$ cat src/design/depth_preferred_hash_table_defines.svh
// Assertion macros for the depth-preferred hash table.
// Used by the top level; no other dependencies.
`ifndef DEPTH_PREFERRED_HASH_TABLE_DEFINES_SVH
`define DEPTH_PREFERRED_HASH_TABLE_DEFINES_SVH
`ifndef SYNTHESIS
`define DPH_ASSERT_IMPLY(label, clk, rst_n, ante, cons) \
    label: assert property (@(posedge clk) disable iff (!rst_n) (ante) |-> (cons)) \
        else $error("hash table assertion failed");
`define DPH_ASSERT_NEXT(label, clk, rst_n, ante, cons) \
    label: assert property (@(posedge clk) disable iff (!rst_n) (ante) |=> (cons)) \
        else $error("hash table assertion failed");
`else
`define DPH_ASSERT_IMPLY(label, clk, rst_n, ante, cons)
`define DPH_ASSERT_NEXT(label, clk, rst_n, ante, cons)
`endif
`endif

$ cat src/design/dph_pkg.sv
// Shared types and constants for the depth-preferred hash table.
// No dependencies; used by every module of the block.
`default_nettype none

package dph_pkg;

    localparam int DPH_TABLE_ENTRIES = 1024;
    localparam int DPH_HASH_W        = 64;
    // remainder bits retired per cycle for non power-of-two tables
    localparam int DPH_MOD_STEP_BITS = 4;

    localparam logic signed [7:0] DEPTH_EMPTY = -8'sd1;
    localparam logic signed [7:0] MOVE_NONE   = -8'sd1;
    localparam logic [31:0]       HIT_MAX     = 32'hFFFF_FFFF;

    typedef enum logic [1:0] {
        CMD_LOOKUP        = 2'd0,
        CMD_INSERT_COND   = 2'd1,
        CMD_INSERT_ALWAYS = 2'd2,
        CMD_CLEAR         = 2'd3
    } cmd_t;

    typedef struct packed {
        logic [1:0]            command;
        logic [DPH_HASH_W-1:0] hash;
        logic [6:0]            depth;
        logic signed [31:0]    score;
        logic [1:0]            bound_type;
        logic signed [7:0]     move_sq;
        logic [7:0]            iteration;
    } cmd_item_t;

    typedef struct packed {
        logic               hit;
        logic               written;
        logic signed [31:0] found_score;
        logic [1:0]         found_type;
        logic signed [7:0]  found_depth;
        logic signed [7:0]  found_move;
        logic [7:0]         found_iteration;
        logic [31:0]        hit_count;
    } res_item_t;

    typedef struct packed {
        logic [DPH_HASH_W-1:0] key;
        logic signed [7:0]     depth;
        logic signed [31:0]    score;
        logic [1:0]            bound_type;
        logic signed [7:0]     move_sq;
        logic [7:0]            iteration;
    } entry_t;

endpackage

`default_nettype wire

$ cat src/design/dph_index.sv
// Entry index unit: hash modulo table size.
// Depends on dph_pkg. Mask for power-of-two sizes, iterative remainder otherwise.
`default_nettype none

module dph_index #(
    parameter int TABLE_ENTRIES = dph_pkg::DPH_TABLE_ENTRIES
) (
    input  logic                               clk,
    input  logic                               rst_n,
    input  logic                               start,
    input  logic [dph_pkg::DPH_HASH_W-1:0]     hash,
    output logic [$clog2(TABLE_ENTRIES)-1:0]   idx,
    output logic                               done
);
    import dph_pkg::*;

    localparam int IDX_W   = $clog2(TABLE_ENTRIES);
    localparam bit IS_POW2 = (TABLE_ENTRIES & (TABLE_ENTRIES - 1)) == 0;

    generate
        if (IS_POW2) begin : g_mask
            logic [IDX_W-1:0] idx_reg;
            logic             done_reg;

            always_ff @(posedge clk)
            begin
                if (start)
                begin
                    idx_reg <= hash[IDX_W-1:0];
                end
            end

            always_ff @(posedge clk or negedge rst_n)
            begin
                if (!rst_n)
                begin
                    done_reg <= 1'b0;
                end
                else if (start)
                begin
                    done_reg <= 1'b1;
                end
            end

            assign idx  = idx_reg;
            assign done = done_reg;
        end
        else begin : g_rem
            localparam int STEPS = DPH_HASH_W / DPH_MOD_STEP_BITS;
            localparam int CNT_W = $clog2(STEPS);
            localparam logic [IDX_W:0] MODULUS = (IDX_W + 1)'(TABLE_ENTRIES);

            logic [IDX_W-1:0]      rem_reg, rem_next;
            logic [DPH_HASH_W-1:0] sh_reg;
            logic [CNT_W-1:0]      cnt_reg;
            logic                  busy_reg;

            // restoring remainder, MSB first, a few bits per cycle
            always_comb
            begin
                logic [IDX_W:0] t;
                rem_next = rem_reg;
                t        = '0;
                for (int k = 0; k < DPH_MOD_STEP_BITS; k++)
                begin
                    t = {rem_next, sh_reg[DPH_HASH_W-1-k]};
                    if (t >= MODULUS)
                    begin
                        t = t - MODULUS;
                    end
                    rem_next = t[IDX_W-1:0];
                end
            end

            always_ff @(posedge clk)
            begin
                if (start)
                begin
                    rem_reg <= '0;
                    sh_reg  <= hash;
                end
                else if (busy_reg)
                begin
                    rem_reg <= rem_next;
                    sh_reg  <= sh_reg << DPH_MOD_STEP_BITS;
                end
            end

            always_ff @(posedge clk or negedge rst_n)
            begin
                if (!rst_n)
                begin
                    busy_reg <= 1'b0;
                    cnt_reg  <= '0;
                end
                else if (start)
                begin
                    busy_reg <= 1'b1;
                    cnt_reg  <= '0;
                end
                else if (busy_reg)
                begin
                    cnt_reg <= cnt_reg + 1'b1;
                    if (cnt_reg == CNT_W'(STEPS - 1))
                    begin
                        busy_reg <= 1'b0;
                    end
                end
            end

            assign idx  = rem_reg;
            assign done = !busy_reg;
        end
    endgenerate

endmodule

`default_nettype wire

$ cat config.mk
export PLATFORM = sky130hd
export DESIGN_NAME = dph_index
export DESIGN_NICKNAME = d
export VERILOG_FILES = /design/src/design/depth_preferred_hash_table_defines.svh /design/src/design/dph_pkg.sv /design/src/design/dph_index.sv
export SDC_FILE = /design/constraint.sdc
export NUM_CORES = 1
export LEC_CHECK = 0
export BUFFER_PORTS_ARGS = -buffer_cell sky130_fd_sc_hd__buf_2
export CORE_UTILIZATION = 22
export DETAILED_ROUTE_END_ITERATION = 16
export HOLD_SLACK_MARGIN = 0.08
export PLACE_DENSITY = 0.79
export REMOVE_ABC_BUFFERS = 1
export SLEW_MARGIN = 10
export SYNTH_ARGS = -nofsm -noshare
export SYNTH_HDL_FRONTEND = slang
export SYNTH_SLANG_ARGS = --single-unit
$ cat constraint.sdc
create_clock -name clk -period 1.66 [get_ports clk]
set_input_delay 0.249 -clock clk [delete_from_list [all_inputs] [get_ports clk]]
set_output_delay 0.249 -clock clk [all_outputs]
set_load 0.05 [all_outputs]
; After elaboration in Yosys (flattened, before gate mapping)
; Cells that the tools add are included.
[word_totals]
reg_bits = 11
input_bits = 67

; Depth between registers and ports, before layout
; Gate-level depths: netlist of run 1.
[logic_depth]
depth_word = 0
ltp_mapped = 1
depth_no_buf = 1

; Worst setup path before layout of run 1
; No wires, ideal clock.
[synth_timing]
kind = reg2reg
start = register done (netlist name)
end = register g_mask.done_reg, in the netlist done
arrival_time_ns = 0.820
t_required_ns = 1.536
setup_slack_ns = 0.716
stages_incl_launch_ff = 2
path_buffers = 0
period_less_slack_ns = 0.944
cell_sequence = dfrtp_1 > or2_1
[synth_lines]
columns = item, line
row1 = "end signal, assigned", dph_index.sv:37  ; done_reg <= 1'b0;
row2 = "end signal, assigned", dph_index.sv:41  ; done_reg <= 1'b1;
row3 = "end, declared", dph_index.sv:23  ; logic done_reg;

; Worst setup path in the final report of run 1
[layout_timing]
start = register g_mask.idx_reg[7], in the netlist idx[7]
end = output idx[7]
[layout_lines]
columns = item, line
row1 = "start, declared", dph_index.sv:22  ; logic [IDX_W-1:0] idx_reg;
row2 = "start signal, assigned", dph_index.sv:29  ; idx_reg <= hash[IDX_W-1:0];
row3 = "end, declared", dph_index.sv:12  ; output logic [$clog2(TABLE_ENTRIES)-1:0] idx,
; No word-level cell between the ends.

==> metrics.md, run 1 <==
| Metric | Value |
|---|---|
| IO Port Bufs | 23 |
| Final setup viols | 0 |
| Peak supply drop | 0.459 mV |
| Max clock buf depth | 2 |
| Vias | 221 |
| All-layer global routing usage | 0.105 |
| Core box area | 0.00135 sq mm |
| Syn_area_per_cell | 27.6 sq um |
| Hold_sp | hash[9] |
| Post-route cell area | 502 sq um |
| Crit-path cells | buf_2 |
| Gpl congestion | 0.579 |
| 1st-iter DRT viols | 5 |
| Post-route clock skew | 0 ps |
| Starting Density | 0.246 |
| Total power | 0.000613 W |
| P_sw | 0.000172 W |
| Fillcell total | 132 |
| Max reg flops | 10 |
| Combinational power share | 0.175 |
| Final Hold Viols | 0 |
| Chip Height | 40.8 um |
| Tightest Hold Check Type | in -> reg |
| Sw frac | 0.280 |
| Overflow left after global routing | 0 |
| Fin crit period | 1120 ps |
| Num Clock Sinks | 11 |
| Num CTS Buffers | 3 |
| Status | finished clean |
| Synthesized area | 332 sq um |
| Layout Nets | 108 |
| DIE WIDTH | 40.8 um |
| Synth top area cells | edfxtp_1 (91%), dfrtp_1 (7.5%), or2_1 (1.9%) |
| Worst r2r src | done |
| First-pass GRT wire length | 945 um |
| Slowest-stage cell, CP | edfxtp_1 |
| Ratio of cells with drive above 1 in the final layout | 0.650 |
| Sequential share of power | 0.537 |
| Die area | 0.00167 sq mm |
| Worst hold margin | 160 ps |
| Register bit total from synthesis | 11 |
| Crit path buf inv count | 1 |
| Fin. max-slew vios | 0 |
| Register area | 325 sq um |
| Vias per cell | 4.02 |
| Setup total negative slack | 0 ps |
| Worst slew pin tran | 258 ps |
| Post-DP Area | 465 sq um |
| Clock Latency Late Sink | 260 ps |
| Post-route ant nets | 0 |
| DR pass1 iterations | 2 |
| Ant. Diodes | 0 |
| Leading area contributor after synthesis | edfxtp_1 |
| Clock power frac | 0.287 |
| Rows | 13 |
| Layout area overhead | 51.3% |
| CP arrival | 870 ps |
| Crit path launch type | flip-flop |
| Share of the synthesized area in the top cell type | 0.906 |
| Pint | 0.000441 W |
| Final worst setup slack | 540 ps |
| Drt drc | 0 |
| DRT Wirelength | 660 um |
| Worst setup path startpoint | idx[7] |
| CP top delay family | flip-flops |
| Relative slew slack | 0.829 |
| Largest stage delay, worst path | 380 ps |
| Pwr Density | 1220 mW/mm^2 |
| Synth unique cells | 3 |
| Crit Path Class | reg -> out |
| Pin count of the biggest net entering global routing | 12 |
| Boundary Pins | 78 |
| Pre-CTS setup slack | 822 ps |
| H-tree lvl count | 1 |
| Root buf cell | clkbuf_4 |
| Synth warn | 0 |
| Routed length per instance | 12.0 um |
| Cells after synthesis | 12 |
| Clock Pin Slew Worst Setup and Hold Paths | 70 ps |
| Highest clock rate | 893 MHz |
| Worst Path Required | 1410 ps |
| Multi-input gate area | 6.26 sq um |
| Initial antenna violation count | 0 |
| Final period util | 0.675 |
| CTS tree | yes |
| RSZ-0062 raised after global routing | false |
| Vias in the first global route | 220 |
| Part of the Yosys area used for sequential elements | 0.981 |
| P_leak | 0.215 nW |
| Max-Cap Viols | 0 |
| Crit-path max FO | 1 |
| Setup Buffers After CTS | 0 |
| Crit end category | output pin |
-- cell usage in the layout, fill, tap and decap left out --
master / n
buf_2: 23
clkbuf_1: 1
clkbuf_4: 3
dfrtp_1: 1
dlygate4sd3_1: 1
edfxtp_1: 10
or2_1: 1
-- layer usage --
metal,share of wire,up-vias,GRT usage
met2,0.40,21,0.145
met4,0,0,0.100
met1,0.44,99,0.100
met3,0.16,0,0.0761
li1,-,101,-
met5,0,-,0
-- area by class of cell --
cell class,instances,area share
Timing Repair Buffer,24,0.249
Tap cell,15,0.0374
Clock buffer,4,0.0524
Multi-Input combinational cell,1,0.0125
Sequential cell,11,0.648
-- power by group through the flow --
stage	logic, W	clock network, W	registers [W]
after floorplan	0.0000000109	0	0.000406
after global placement	0.000105	0	0.000334
after detailed placement	0.000107	0	0.000335
after CTS	0.000109	0.000187	0.000329
after global routing	0.000114	0.000199	0.000332
final	0.000107	0.000176	0.000329
-- cell usage after synthesis --
| master | n |
|---|---|
| edfxtp_1 | 10 |
| or2_1 | 1 |
| dfrtp_1 | 1 |
-- per-stage QoR --
stage / util / instances
after floorplan: - / 12
after global routing: 0.372 / 55
final: 0.372 / 55
after detailed placement: 0.345 / 50
after CTS: 0.372 / 55
after global placement: 0.345 / 50
-- path summary, 6_finish.rpt --
check / end / slack (ps) / depth (start not counted)
worst min-delay path: idx[9] / 160 / 1
worst max register to register: done / 950 / 1
min in group asynchronous: done / 290 / 2
worst max-delay path: idx[7] / 540 / 1
worst min register to register: done / 480 / 1
max in group asynchronous: done / 1280 / 2
-- repair_timing --
item                       in CTS  in global routing
hold buffers                    1                  0
hold endpoints to repair        1                  0
setup endpoints to repair       0                  0
gates resized for setup         0                  0
-- kinds of logic (layout without fill, tap and decap cells) --
logic type | after synthesis | count (layout) | share of synthesized area
AND/OR/NAND/NOR | 1 | 1 | 0.0189
buffers and inverters | 0 | 28 | 0
flip-flops | 11 | 11 | 0.981
Note: power is estimated with default switching activity, not from simulation.
==> run 2: changes to the inputs <==
--- a/config.mk
+++ b/config.mk
@@ -6,10 +6,10 @@
 export NUM_CORES = 1
 export LEC_CHECK = 0
 export BUFFER_PORTS_ARGS = -buffer_cell sky130_fd_sc_hd__buf_2
-export CORE_UTILIZATION = 22
+export CORE_UTILIZATION = 19
 export DETAILED_ROUTE_END_ITERATION = 16
 export HOLD_SLACK_MARGIN = 0.08
-export PLACE_DENSITY = 0.79
+export PLACE_DENSITY = 0.73
 export REMOVE_ABC_BUFFERS = 1
 export SLEW_MARGIN = 10
 export SYNTH_ARGS = -nofsm -noshare
==> constraint.sdc (replaced) <==
create_clock -name clk -period 0.95 [get_ports clk]
set_input_delay 0.1425 -clock clk [delete_from_list [all_inputs] [get_ports clk]]
set_output_delay 0.1425 -clock clk [all_outputs]
set_load 0.05 [all_outputs]
==> metrics.md, run 2 (synthesis results as in run 1) <==
| Metric | Value |
|---|---|
| Final setup viols | 11 (was 0) |
| Clock Latency Late Sink | 270 ps (was 260 ps) |
| Failing checks | DRC, setup timing |
| Crit path launch type | flip-flop (unchanged) |
| CP top delay family | flip-flops (unchanged) |
| Max-Cap Viols | 0 (unchanged) |
| Highest clock rate | 1010 MHz |
| Pin count of the biggest net entering global routing | 12 (unchanged) |
| Starting Density | 0.213 (was 0.246) |
| Vias | 259 (was 221) |
| Pwr Density | 1730 mW/mm^2 (was 1220 mW/mm^2) |
| P_leak | 0.282 nW (was 0.215 nW) |
| DR pass1 iterations | 10 (was 2) |
| Slowest-stage cell, CP | edfxtp_1 (unchanged) |
| Root buf cell | clkbuf_4 (unchanged) |
| Num Clock Sinks | 11 (unchanged) |
| Worst Path Required | 810 ps (was 1410 ps) |
| H-tree lvl count | 1 (unchanged) |
| Crit Path Class | reg -> out (unchanged) |
| Setup Buffers After CTS | 0 (unchanged) |
| Worst reg-to-reg setup slack | 230 ps (was 950 ps) |
| 1st-iter DRT viols | 6 (was 5) |
| Drt drc | 3 (was 0) |
| First-pass GRT wire length | 1200 um (was 945 um) |
| Initial antenna violation count | 0 (unchanged) |
| Multi-input gate area | 6.26 sq um (unchanged) |
| CP arrival | 850 ps (was 870 ps) |
| Relative slew slack | 0.842 (was 0.829) |
| Max reg flops | 10 (unchanged) |
| CTS tree | yes (unchanged) |
| IO Port Bufs | 23 (unchanged) |
| Worst r2r src | done (unchanged) |
| Final period util | 1.04 |
| Ratio of cells with drive above 1 in the final layout | 0.520 (was 0.650) |
| Vias per cell | 3.92 (was 4.02) |
| Worst slew pin tran | 237 ps (was 258 ps) |
| Core box area | 0.00156 sq mm (was 0.00135 sq mm) |
| Layout area overhead | 103% (was 51.3%) |
| Fillcell total | 157 (was 132) |
| Boundary Pins | 78 (unchanged) |
| Chip Height | 43.8 um (was 40.8 um) |
| RSZ-0062 raised after global routing | true (was false) |
| Status | complete, but fails checks (was finished clean) |
| Overflow left after global routing | 0 (unchanged) |
| Max clock buf depth | 2 (unchanged) |
| Post-route ant nets | 0 (unchanged) |
| Die area | 0.00192 sq mm (was 0.00167 sq mm) |
| Crit end category | output pin (unchanged) |
| Final Hold Viols | 0 (unchanged) |
| Rows | 14 (was 13) |
| Peak supply drop | 1.12 mV (was 0.459 mV) |
| Register area | 325 sq um (unchanged) |
| Crit-path cells | buf_6 (was buf_2) |
| All-layer global routing usage | 0.0984 (was 0.105) |
| Post-route clock skew | 0 ps (unchanged) |
| Total power | 0.00117 W (was 0.000613 W) |
| Clock Pin Slew Worst Setup and Hold Paths | 70 ps (about the same) |
| Fin util | 0.431 (was 0.372) |
| Crit path buf inv count | 1 (unchanged) |
| DRT Wirelength | 845 um (was 660 um) |
| Vias in the first global route | 282 (was 220) |
| Final worst setup slack | -41.4 ps (was 540 ps) |
| Routed length per instance | 12.8 um (was 12.0 um) |
| Largest stage delay, worst path | 410 ps (was 380 ps) |
| Most frequent cells in the layout | buf_2 (12), dlygate4sd3_1 (11), buf_6 (11), edfxtp_1 (10), clkbuf_4 (3) (was buf_2 (23), edfxtp_1 (10), clkbuf_4 (3)) |
| RR Endpoint | done (unchanged) |
| Layout Nets | 118 (was 108) |
| Num CTS Buffers | 3 (unchanged) |
| Most common cell after layout, fill and taps aside | buf_2 (unchanged) |
| Fin. max-slew vios | 0 (unchanged) |
| Crit-path max FO | 1 (unchanged) |
| R2R depth | 1 (unchanged) |
| DIE WIDTH | 43.8 um (was 40.8 um) |
| Ant. Diodes | 0 (unchanged) |
| Tightest Hold Check Type | in -> async (was in -> reg) |
| Gpl congestion | 0.727 (was 0.579) |
| Fin crit period | 991 ps |
run 2: cell types whose count changed in the layout (fill, tap and decap cells not counted):
| cell | previous run | this run |
|---|---|---|
| buf_2 | 23 | 12 |
| buf_6 | 0 | 11 |
| dlygate4sd3_1 | 1 | 11 |
run 2: layout make-up:
type,instances,area share
flip-flops and latches,11,0.484
clock buffers,4,0.0391
repair buffers,34,0.438
well taps,16,0.0298
multi-input cells,1,0.00931
run 2: worst max-delay path by stage:
stage,from,to,cells after the start
2_1_floorplan,done,done,1
3_3_place_gp,idx[5],idx[5],1
3_5_place_dp,idx[1],idx[1],1
4_1_cts,idx[1],idx[1],1
5_1_grt,idx[1],idx[1],1
6_report,idx[3],idx[3],1
run 2: what timing repair did:
| item | CTS | global route |
|---|---|---|
| gates resized for setup | 22 | 0 |
| endpoints found under the hold margin | 11 | 0 |
| hold buffers | 11 | 0 |
| setup endpoints to repair | 11 | 11 |
run 2: where the power goes:
group / leakage [nW] / switching (W) / internal [W]
registers: 0.107 / 0.0000181 / 0.000568
clock network: 0.0150 / 0.000156 / 0.000163
logic: 0.160 / 0.000152 / 0.000108
total: 0.282 / 0.000326 / 0.000839
run 2: routing by layer:
layer / wire length (um) / track usage
met2: 351 / 0.125
met3: 115 / 0.0792
met5: 0 / 0
met1: 371 / 0.122
met4: 6 / 0.0375
run 2: per-stage QoR:
stage / instance area, sq um / instances / hold slack [ps] / setup WS [ps] / TNS, ps
3_3_place_gp: 467 / 51 / -80.9 / 221 / 0
6_report: 672 / 66 / 168 / -41.4 / -227
5_1_grt: 672 / 66 / 168 / -72.2 / -620
2_1_floorplan: 332 / 12 / -153 / 6.18 / 0
4_1_cts: 672 / 66 / 174 / -54.2 / -333
3_5_place_dp: 467 / 51 / -80.2 / 212 / 0
